File: config.mk
export PLATFORM = sky130hd
export DESIGN_NAME = hsv_to_rgb_converter
export DESIGN_NICKNAME = d
export VERILOG_FILES = /design/src/rtl/hsv2rgb_pkg.sv /design/src/rtl/hsv2rgb_div60.sv /design/src/rtl/hsv_to_rgb_converter.sv
export SDC_FILE = /design/constraint.sdc
export NUM_CORES = 2
export LEC_CHECK = 0
export ABC_CLOCK_PERIOD_IN_PS = 6150
export BUFFER_PORTS_ARGS = -buffer_cell sky130_fd_sc_hd__buf_2
export CAP_MARGIN = 20
export CORE_MARGIN = 2
export CORE_UTILIZATION = 30
export CTS_BUF_LIST = sky130_fd_sc_hd__clkbuf_8 sky130_fd_sc_hd__clkbuf_16
export DETAILED_ROUTE_END_ITERATION = 10
export PLACE_DENSITY = 0.57
export SLEW_MARGIN = 20
export SYNTH_ARGS = -nofsm -noshare
export SYNTH_HDL_FRONTEND = slang
export SYNTH_SLANG_ARGS = --single-unit
File: constraint.sdc
create_clock -name i_clk -period 6.15 [get_ports i_clk]
set_clock_uncertainty 0.15 [all_clocks]
set_input_delay 0.615 -clock i_clk [delete_from_list [all_inputs] [get_ports i_clk]]
set_output_delay 0.615 -clock i_clk [all_outputs]
set_load 0.005 [all_outputs]
File: src/rtl/hsv2rgb_pkg.sv
`default_nettype none

package hsv2rgb_pkg;

    // channel width and the widest scaled channel before the divide by 60
    localparam int CH_W  = 8;
    localparam int Y_W   = 14;   // 255 * 60 = 15300 fits
    localparam int DIV_W = 27;   // Y_W times the reciprocal below

    // floor(y / 60) ~ (y * 4369) >> 18, low by at most one for y < 2^14
    localparam int          DIV60_SH  = 18;
    localparam logic [12:0] DIV60_MUL = 13'd4369;
    localparam logic [6:0]  SIXTY     = 7'd60;

    // hue sectors of 60 degrees each, red to yellow first
    localparam logic [2:0] SECT_RY = 3'd0;
    localparam logic [2:0] SECT_YG = 3'd1;
    localparam logic [2:0] SECT_GC = 3'd2;
    localparam logic [2:0] SECT_CB = 3'd3;
    localparam logic [2:0] SECT_BM = 3'd4;
    localparam logic [2:0] SECT_MR = 3'd5;

endpackage

`default_nettype wire

File: src/rtl/hsv2rgb_div60.sv
`default_nettype none

// Divide by 60 in two parts: reciprocal multiply into a register,
// then one compare and fix-up on the registered product.
module hsv2rgb_div60 (
    input  wire logic                         i_clk,
    input  wire logic                         i_en,
    input  wire logic [hsv2rgb_pkg::Y_W-1:0]  i_y,
    output logic      [hsv2rgb_pkg::CH_W-1:0] o_q
);
    import hsv2rgb_pkg::*;

    logic [Y_W-1:0]   r_y;
    logic [DIV_W-1:0] r_m;
    logic [CH_W-1:0]  w_q0;
    logic [Y_W-1:0]   w_rem;

    // reciprocal product
    always_ff @(posedge i_clk) begin
        if (i_en) begin
            r_y <= i_y;
            r_m <= DIV_W'(i_y) * DIV_W'(DIV60_MUL);
        end
    end

    // estimate is exact or one short
    always_comb begin
        w_q0  = r_m[DIV60_SH +: CH_W];
        w_rem = r_y - Y_W'(w_q0) * Y_W'(SIXTY);
        o_q   = (w_rem >= Y_W'(SIXTY)) ? w_q0 + CH_W'(1) : w_q0;
    end

endmodule

`default_nettype wire

File: src/rtl/hsv_to_rgb_converter.sv
`default_nettype none

// Channel   Direction  tdata fields (lowest bit first)
// s_axis    in         hue_degrees[15:0], saturation[31:16], brightness[47:32]
// m_axis    out        red[7:0], green[15:8], blue[23:16]
//
// Eight register stages: hue offset, hue reciprocal multiply, mod-360 fix-up,
// sector split, channel factors, 255*V products, divide by 60, sector select.
// One word enters per cycle while the output is not stalled.
// Every stage has its own valid bit and loads when it is empty or the next
// stage loads, so bubbles collapse under a stall and nothing is dropped.
// Synchronous active-low reset clears the valid bits only.
module hsv_to_rgb_converter #(
    parameter int FRAC_BITS = 12
) (
    input  wire logic        i_clk,
    input  wire logic        i_rst_n,
    input  wire logic        i_s_axis_tvalid,
    output logic             o_s_axis_tready,
    input  wire logic [47:0] i_s_axis_tdata,   // hue_degrees, saturation, brightness
    output logic             o_m_axis_tvalid,
    input  wire logic        i_m_axis_tready,
    output logic [23:0]      o_m_axis_tdata    // red, green, blue
);
    import hsv2rgb_pkg::*;

    localparam int NS   = 8;
    localparam int F    = FRAC_BITS;
    localparam int ONE  = 1 << F;
    localparam int SW   = F + 1;        // clamped S and V, 0..ONE
    localparam int VW   = F + 8;        // 255 * V
    localparam int AW   = F + 6;        // 60 * ONE - S * rem
    localparam int PAW  = VW + AW;
    localparam int PCW  = VW + SW;

    localparam logic [15:0] HUE_MUL  = 16'd46603;   // 2^24 / 360, rounded down
    localparam logic [16:0] HUE_OFS  = 17'd33120;   // 92 * 360
    localparam logic [16:0] DEG360   = 17'd360;

    // ---------------- stall control ----------------
    logic [NS-1:0] r_vld;
    logic [NS-1:0] w_en;

    always_comb begin
        w_en[NS-1] = !r_vld[NS-1] || i_m_axis_tready;
        for (int k = NS - 2; k >= 0; k--) begin
            w_en[k] = !r_vld[k] || w_en[k+1];
        end
    end

    assign o_s_axis_tready = w_en[0];
    assign o_m_axis_tvalid = r_vld[NS-1];

    always_ff @(posedge i_clk) begin
        if (!i_rst_n) begin
            r_vld <= '0;
        end else begin
            if (w_en[0]) begin
                r_vld[0] <= i_s_axis_tvalid;
            end
            for (int k = 1; k < NS; k++) begin
                if (w_en[k]) begin
                    r_vld[k] <= r_vld[k-1];
                end
            end
        end
    end

    // ---------------- stage 0: offset hue, clamp S and V ----------------
    logic [15:0]   w_hue_in, w_sat_in, w_val_in;
    logic [16:0]   w_hsum;
    logic [SW-1:0] n_s, n_v;
    logic [16:0]   r0_u;
    logic [SW-1:0] r0_s, r0_v;

    function automatic logic [SW-1:0] clamp_unit(input logic [15:0] x);
        logic [SW-1:0] res;
        if (x[15]) begin
            res = '0;
        end else if (32'(x[14:0]) > 32'(ONE)) begin
            res = SW'(ONE);
        end else begin
            res = SW'(x[14:0]);
        end
        return res;
    endfunction

    always_comb begin
        w_hue_in = i_s_axis_tdata[15:0];
        w_sat_in = i_s_axis_tdata[31:16];
        w_val_in = i_s_axis_tdata[47:32];
        // sign-extended hue plus a multiple of 360 is never negative
        w_hsum   = {w_hue_in[15], w_hue_in} + HUE_OFS;
        n_s      = clamp_unit(w_sat_in);
        n_v      = clamp_unit(w_val_in);
    end

    always_ff @(posedge i_clk) begin
        if (w_en[0]) begin
            r0_u <= w_hsum;
            r0_s <= n_s;
            r0_v <= n_v;
        end
    end

    // ---------------- stage 1: reciprocal of 360 ----------------
    logic [16:0]   r1_u;
    logic [31:0]   r1_m;
    logic [SW-1:0] r1_s, r1_v;

    always_ff @(posedge i_clk) begin
        if (w_en[1]) begin
            r1_u <= r0_u;
            r1_m <= 32'(r0_u) * 32'(HUE_MUL);
            r1_s <= r0_s;
            r1_v <= r0_v;
        end
    end

    // ---------------- stage 2: hue mod 360 ----------------
    logic [7:0]    w_hq;
    logic [16:0]   w_hr;
    logic [8:0]    n_hue;
    logic [8:0]    r2_hue;
    logic [SW-1:0] r2_s, r2_v;

    always_comb begin
        w_hq  = r1_m[31:24];
        w_hr  = r1_u - 17'(w_hq) * DEG360;
        n_hue = (w_hr >= DEG360) ? 9'(w_hr - DEG360) : 9'(w_hr);
    end

    always_ff @(posedge i_clk) begin
        if (w_en[2]) begin
            r2_hue <= n_hue;
            r2_s   <= r1_s;
            r2_v   <= r1_v;
        end
    end

    // ---------------- stage 3: sector, remainder, 255*V ----------------
    logic [2:0]    n_sect;
    logic [5:0]    n_rem;
    logic [8:0]    w_base;
    logic [2:0]    r3_sect;
    logic [5:0]    r3_rem;
    logic [SW-1:0] r3_s;
    logic [VW-1:0] r3_v255;

    always_comb begin
        if (r2_hue < 9'd60) begin
            n_sect = SECT_RY;
        end else if (r2_hue < 9'd120) begin
            n_sect = SECT_YG;
        end else if (r2_hue < 9'd180) begin
            n_sect = SECT_GC;
        end else if (r2_hue < 9'd240) begin
            n_sect = SECT_CB;
        end else if (r2_hue < 9'd300) begin
            n_sect = SECT_BM;
        end else begin
            n_sect = SECT_MR;
        end
        w_base = 9'(n_sect) * 9'(SIXTY);
        n_rem  = 6'(r2_hue - w_base);
    end

    always_ff @(posedge i_clk) begin
        if (w_en[3]) begin
            r3_sect <= n_sect;
            r3_rem  <= n_rem;
            r3_s    <= r2_s;
            r3_v255 <= (VW'(r2_v) << 8) - VW'(r2_v);
        end
    end

    // ---------------- stage 4: channel factors ----------------
    localparam logic [AW-1:0] ONE60 = AW'(60 * ONE);

    logic [AW-1:0] r4_a, r4_b;
    logic [SW-1:0] r4_c;
    logic [VW-1:0] r4_v255;
    logic [2:0]    r4_sect;

    always_ff @(posedge i_clk) begin
        if (w_en[4]) begin
            r4_a    <= ONE60 - AW'(r3_s) * AW'(r3_rem);
            r4_b    <= ONE60 - AW'(r3_s) * AW'(SIXTY - 7'(r3_rem));
            r4_c    <= SW'(ONE) - r3_s;
            r4_v255 <= r3_v255;
            r4_sect <= r3_sect;
        end
    end

    // ---------------- stage 5: products with 255*V ----------------
    logic [PAW-1:0]  r5_pa, r5_pb;
    logic [PCW-1:0]  r5_pc;
    logic [CH_W-1:0] r5_v8;
    logic [2:0]      r5_sect;

    always_ff @(posedge i_clk) begin
        if (w_en[5]) begin
            r5_pa   <= PAW'(r4_v255) * PAW'(r4_a);
            r5_pb   <= PAW'(r4_v255) * PAW'(r4_b);
            r5_pc   <= PCW'(r4_v255) * PCW'(r4_c);
            r5_v8   <= r4_v255[F +: CH_W];
            r5_sect <= r4_sect;
        end
    end

    // ---------------- stage 6: scale down, divide by 60 ----------------
    logic [CH_W-1:0] w_q, w_t;
    logic [CH_W-1:0] r6_p, r6_v8;
    logic [2:0]      r6_sect;

    hsv2rgb_div60 u_div_q (
        .i_clk (i_clk),
        .i_en  (w_en[6]),
        .i_y   (r5_pa[2*F +: Y_W]),
        .o_q   (w_q)
    );

    hsv2rgb_div60 u_div_t (
        .i_clk (i_clk),
        .i_en  (w_en[6]),
        .i_y   (r5_pb[2*F +: Y_W]),
        .o_q   (w_t)
    );

    always_ff @(posedge i_clk) begin
        if (w_en[6]) begin
            r6_p    <= r5_pc[2*F +: CH_W];
            r6_v8   <= r5_v8;
            r6_sect <= r5_sect;
        end
    end

    // ---------------- stage 7: sector select ----------------
    logic [CH_W-1:0] n_r, n_g, n_b;
    logic [CH_W-1:0] r7_r, r7_g, r7_b;

    always_comb begin
        unique case (r6_sect)
            SECT_YG: begin n_r = w_q;   n_g = r6_v8; n_b = r6_p;  end
            SECT_GC: begin n_r = r6_p;  n_g = r6_v8; n_b = w_t;   end
            SECT_CB: begin n_r = r6_p;  n_g = w_q;   n_b = r6_v8; end
            SECT_BM: begin n_r = w_t;   n_g = r6_p;  n_b = r6_v8; end
            SECT_MR: begin n_r = r6_v8; n_g = r6_p;  n_b = w_q;   end
            default: begin n_r = r6_v8; n_g = w_t;   n_b = r6_p;  end
        endcase
    end

    always_ff @(posedge i_clk) begin
        if (w_en[7]) begin
            r7_r <= n_r;
            r7_g <= n_g;
            r7_b <= n_b;
        end
    end

    assign o_m_axis_tdata = {r7_b, r7_g, r7_r};

endmodule

`default_nettype wire
=== Yosys cells after proc, flatten, opt, wreduce, memory -nomap -nowiden ===
Cells that the tools add are included.

* Output and inout bits: 26
* Register bits: 517

* Multiply operators: 12
* $lt $le $gt $ge: 10
* Equal/unequal tests: 5
* Reduce and logical (&&, ||, !) cells: 22
* Multiplexer cells: 13
* Add/sub/neg operators: 13

{| class="wikitable"
|+ Operators with widths
! operator !! number
|-
| 20-bit by 18-bit multiplier with 38-bit output || 2
|-
| 8-bit one-hot mux with 3 select lines || 3
|-
| 14-bit by 13-bit multiplier with 26-bit output (second input constant) || 2
|-
| 18-bit subtractor (first input constant) || 2
|-
| 17-bit by 16-bit multiplier with 32-bit output (second input constant) || 1
|-
| 20-bit by 13-bit multiplier with 32-bit output || 1
|-
| 15-bit by 13-bit > comparator with 1-bit output (second input constant) || 2
|-
| 14-bit by 6-bit greater-or-equal comparator with 1-bit output (second input constant) || 2
|-
| 14-bit subtractor || 2
|-
| 13-bit two-way mux || 2
|-
| 8-bit by 4-bit multiplier with 12-bit output (second input constant) || 2
|-
| 20-bit by 13-bit subtractor with 20-bit output || 1
|-
| 9-bit by 8-bit < comparator with 1-bit output (second input constant) || 2
|-
| 13-bit by 6-bit multiplier with 18-bit output || 1
|-
| 14-bit by 7-bit multiplier with 18-bit output || 1
|-
| 17-bit by 16-bit adder with 17-bit output (second input constant) || 1
|-
| 17-bit by 9-bit greater-or-equal comparator with 1-bit output (second input constant) || 1
|-
| 17-bit subtractor || 1
|-
| 8-bit by 1-bit adder with 8-bit output (second input constant) || 2
|-
| 8-bit two-way mux || 2
|-
| 8-bit by 6-bit multiplier with 14-bit output (second input constant) || 1
|-
| 13-bit subtractor (first input constant) || 1
|-
| 3-bit two-way mux || 4
|-
| 2-bit OR reduction || 6
|-
| 14 further kinds || 30
|}

=== Depth between registers and ports, before layout ===
* Depth in word-level cells: 9
* Depth in mapped cells: 26

=== Hierarchy ===
From an unflattened synthesis, not the netlist that was laid out.

* Cell total of the unflattened synthesis: 6,011
* Area total of the unflattened synthesis: 59,751.1 um2

{| class="wikitable"
|+ Modules (own cells, without submodules)
! module !! cells an instance !! instances !! area each (um2)
|-
| hsv_to_rgb_converter || 5,221 || 1 || 52,291.4
|-
| hsv2rgb_div60 || 395 || 2 || 3,729.8
|}

=== Least setup slack after synthesis ===
OpenSTA, ideal clock, no wires.

* Kind: register to register
* From: register r4_v255[12]
* To: register r5_pa[37] (data pin)
* Library setup time: 0.260 ns
* Arrival: 6.292 ns
* Slack: -0.552 ns
* Required time: 5.740 ns
* Cell stages (with the launch flop): 26
* Path buffers: 2
* Cell sequence: edfxtp_1 -> clkbuf_1 -> clkbuf_1 -> nand2_1 -> fa_1 -> inv_1 -> fa_1 -> inv_1 -> fa_1 -> inv_1 -> fa_1 -> inv_1 -> fa_1 -> inv_1 -> fa_1 -> ha_1 -> a21o_1 -> a21oi_1 -> a211o_1 -> a221oi_1 -> nand4_1 -> a31oi_1 -> o21ai_0 -> a31oi_1 -> a21oi_1 -> xnor2_1

* Word-level cells in the longest chain between the ends: 1

{| class="wikitable"
|+ RTL lines
! item !! line !! RTL
|-
| from (decl) || hsv_to_rgb_converter.sv:182 || <nowiki>logic [VW-1:0] r4_v255;</nowiki>
|-
| from (signal assigned) || hsv_to_rgb_converter.sv:190 || <nowiki>r4_v255 <= r3_v255;</nowiki>
|-
| 20-bit by 18-bit multiplier with 38-bit output || hsv_to_rgb_converter.sv:203 || <nowiki>r5_pa <= PAW'(r4_v255) * PAW'(r4_a);</nowiki>
|-
| to (signal assigned) || hsv_to_rgb_converter.sv:203 ||
|-
| to (decl) || hsv_to_rgb_converter.sv:196 || <nowiki>logic [PAW-1:0] r5_pa, r5_pb;</nowiki>
|}

Every way passes these cells.
A chain may end at the register's enable or synchronous reset.

=== Worst setup path in the final report ===
* From: register r4_v255[10]
* To: register r5_pa[37] (data pin)

The elaborated chain is that of the path after synthesis.

==> metrics <==
slack of the critical path=-0.414 ns; via count of the first global-routing pass=44.4k; half-perimeter wire length after placement=117 mm; Synth Area in Compound Gates=0.0527; instance count after placement with tap cells included=8741; initial core utilization=0.302; adder and majority cell fraction of the synthesized area=0.495; clock period minus worst slack=6.56 ns; Via density=4.55; commonest non-fill, non-tap cells in the layout=sky130_fd_sc_hd__inv_1 (1345), sky130_fd_sc_hd__fa_1 (975), sky130_fd_sc_hd__nand2_1 (731); number of nets still failing antenna checks after routing=0; area used by multi-input combinational logic=42600 um2; biggest cell delay along the critical path=0.56 ns; worst endpoint required time=6.37 ns; Synth Area in XOR/XNOR=0.0296; Worst Setup End Kind=flip-flop; I/O Pins=78; Synth-to-Final Area Change=17.2%; fin crit share=1.07; CTS sink cnt=380; TritonCTS clock tree=done; number of buffers created by CTS=44; commonest non-fill, non-tap cell in the layout=sky130_fd_sc_hd__inv_1; Netlist Area Pre-Place=58800 um2; Arr. time, crit path=6.78 ns; post-route core utilization=0.354; number of register bits inferred by synthesis=380; wire length of the first global-routing pass=240 mm; crit path cell chain=buf_12 -> buf_12 -> nand2_1 -> fa_1 -> inv_1 -> fa_1 -> inv_1 -> fa_1 -> fa_1 -> inv_1 -> fa_1 -> fa_1 -> ha_1 -> o2111ai_1 -> a211o_1 -> a221oi_4 -> nand4_1 -> a31oi_4 -> o21ai_2 -> a31oi_2 -> a21oi_2 -> xnor2_1; total global routing overflow=0; Post-route DRC=0; main combinational cell family by area after synthesis=adder cells; Most common cell on crit path=sky130_fd_sc_hd__fa_1; worst reg2reg path startpoint=r4_v255[10]; relative slew slack=0.328; final number of setup-violating endpoints=24; path type of the worst min-delay path=input port to flip-flop; share of the yosys chip area belonging to registers=0.193; Total Die Area=200000 um2; pins over their slew limit=0; area share of and/or/nand/nor cells after synthesis=0.125; startpoint of the lowest-slack hold path=i_s_axis_tdata[5]; detailed router's first-iteration violation count=2119; overall track demand over capacity in global routing=0.150; count of nets after finishing=8045; row count=162; Crit Path Category=flip-flop to flip-flop; master cell of the clock root buffer=sky130_fd_sc_hd__clkbuf_16; hold violation total from the final report=0; sink of the worst hold path=r0_u[5]; number of levels in the clock H-tree=2; vias post-DR=40.6k; post-placement setup slack=-0.734 ns; Avg WL per Cell=16.3 um; latest clock arrival within the worst-skew pair=0.65 ns; pin count of the biggest net entering global routing=71; primary flip-flop cell chosen by synthesis mapping=sky130_fd_sc_hd__edfxtp_1; clock transition at the registers of the reported paths=0.06 ns; Worst setup SP type=flip-flop; synthesized area per cell=9.94 um2; Clock Tree Buf Depth=3; async set-or-reset flop fraction in the synthesized netlist=0; Slowest cell on crit path=sky130_fd_sc_hd__fa_1; mux share of post-synthesis cell area=0.00213; length of the first detailed-routing pass in iterations=6; final worst hold slack=0.111 ns; violated checks=negative setup slack; worst setup slack for register-to-register paths=-0.41 ns; port bufs=77; syn_nets=7693; run status=finished with violations; transition at the pin with the smallest max-transition slack=1.01 ns; synthesized instance count=5914; reg2reg end=r5_pa[37]; max_cap viols=0; count of synthesis-stage warnings from yosys=0; number of buffers and inverters on the critical path=5; initial antenna violation count=3; count of fill cells added during filler insertion=19.5k; final routed wirelength across all metal layers=146 mm; number of cells on the worst reg-to-reg path=22; post-synth cell types=79; depth of the worst hold-timing path=2; layout cells sized above 1=0.135; Final Wtd Congestion=0.881; non-filler instance count after layout=8924; largest fanout of any net on the critical path=8; area of the core region=195000 um2; setup repair after global routing missed its margin=true; sequential standard cell area=11300 um2; top achievable clock speed=0.152 GHz; number of flops mapped to enable cells by yosys=372; Chip Height=447 um; antenna cell count=0; die extent in x=447 um; CP top delay family=adder cells
==> what timing repair did <==
| item | 4_1_cts | 5_1_grt |
|---|---|---|
| pin swaps | 71 | 90 |
| hold buffers | 5 | 0 |
| setup buffers | 59 | 35 |
| gates cloned | 5 | 4 |
| endpoints found under the hold margin | 5 | 0 |
| resized for setup | 169 | 176 |
| endpoints found under the setup margin | 49 | 64 |
==> metal layers <==
metal | vias up | global-route usage | part of all wire
met2 | 864 | 0.258 | 0.48
met3 | 178 | 0.0192 | 0.045
li1 | 19000 | - | -
met4 | 0 | 0.0331 | 0.023
met5 | - | 0 | 0
met1 | 20600 | 0.201 | 0.45
==> metrics by stage <==
stage,setup TNS [ns],area (um2)
6_report,-5.46,68900
5_1_grt,-15.05,68900
4_1_cts,-5.54,67800
3_5_place_dp,-14.88,64800
3_3_place_gp,-15.12,64800
2_1_floorplan,-0.0958,59100
==> cell type report <==
cell class | count | share of cell area
well taps | 2624 | 0.0476
clock buffers | 44 | 0.0160
multi-input cells | 3930 | 0.619
flip-flops and latches | 380 | 0.164
repair buffers | 540 | 0.0718
inverters | 1370 | 0.0746
clock inverters | 36 | 0.00690
==> registers in the layout (all words and copies together) (netlist names), 9 cells and up <==
register	count
u_div_t.r_y	12
r2_v	13
u_div_q.r_m	10
r5_pb	14
r2_s	13
r0_u	17
r3_s	13
r2_hue	9
r1_s	13
u_div_q.r_y	10
r4_b	17
r4_c	13
r5_pa	14
r0_v	13
r1_v	13
r0_s	13
r4_v255	20
r1_u	17
r4_a	18
r3_v255	20
==> how the worst max path moves through the flow <==
stage | start | to | cells past startpoint
global route | r4_v255[10] | r5_pa[36] | 22
CTS | r4_v255[9] | r5_pa[37] | 23
detailed placement | r4_v255[13] | r5_pb[37] | 25
finish | r4_v255[10] | r5_pa[37] | 22
floorplan | r4_v255[9] | r5_pa[37] | 25
global placement | r4_v255[6] | r5_pb[37] | 25
==> cell usage after synthesis (all sizes together) (44+ instances only) <==
cell type | count | area (um2)
o21ai | 80 | 404
inv | 1370 | 5140
nor2 | 121 | 457
ha | 729 | 9120
xnor2 | 136 | 1200
and2 | 441 | 2760
a21o | 44 | 330
edfxtp | 372 | 11200
clkbuf | 228 | 856
a21oi | 123 | 623
xor2 | 59 | 517
nand2 | 754 | 2830
fa | 998 | 20000
==> kinds of logic after synthesis <==
| kind of cell | count (synthesis) |
|---|---|
| buf+inv | 1604 |
| fa+ha+maj | 1727 |
| flops | 380 |
| compound gates | 462 |
| xor+xnor | 196 |
| mux | 12 |
| simple gates | 1533 |
Power is not shown: default switching activity piles up to over one toggle a cycle in this logic, so the estimate is an artifact.
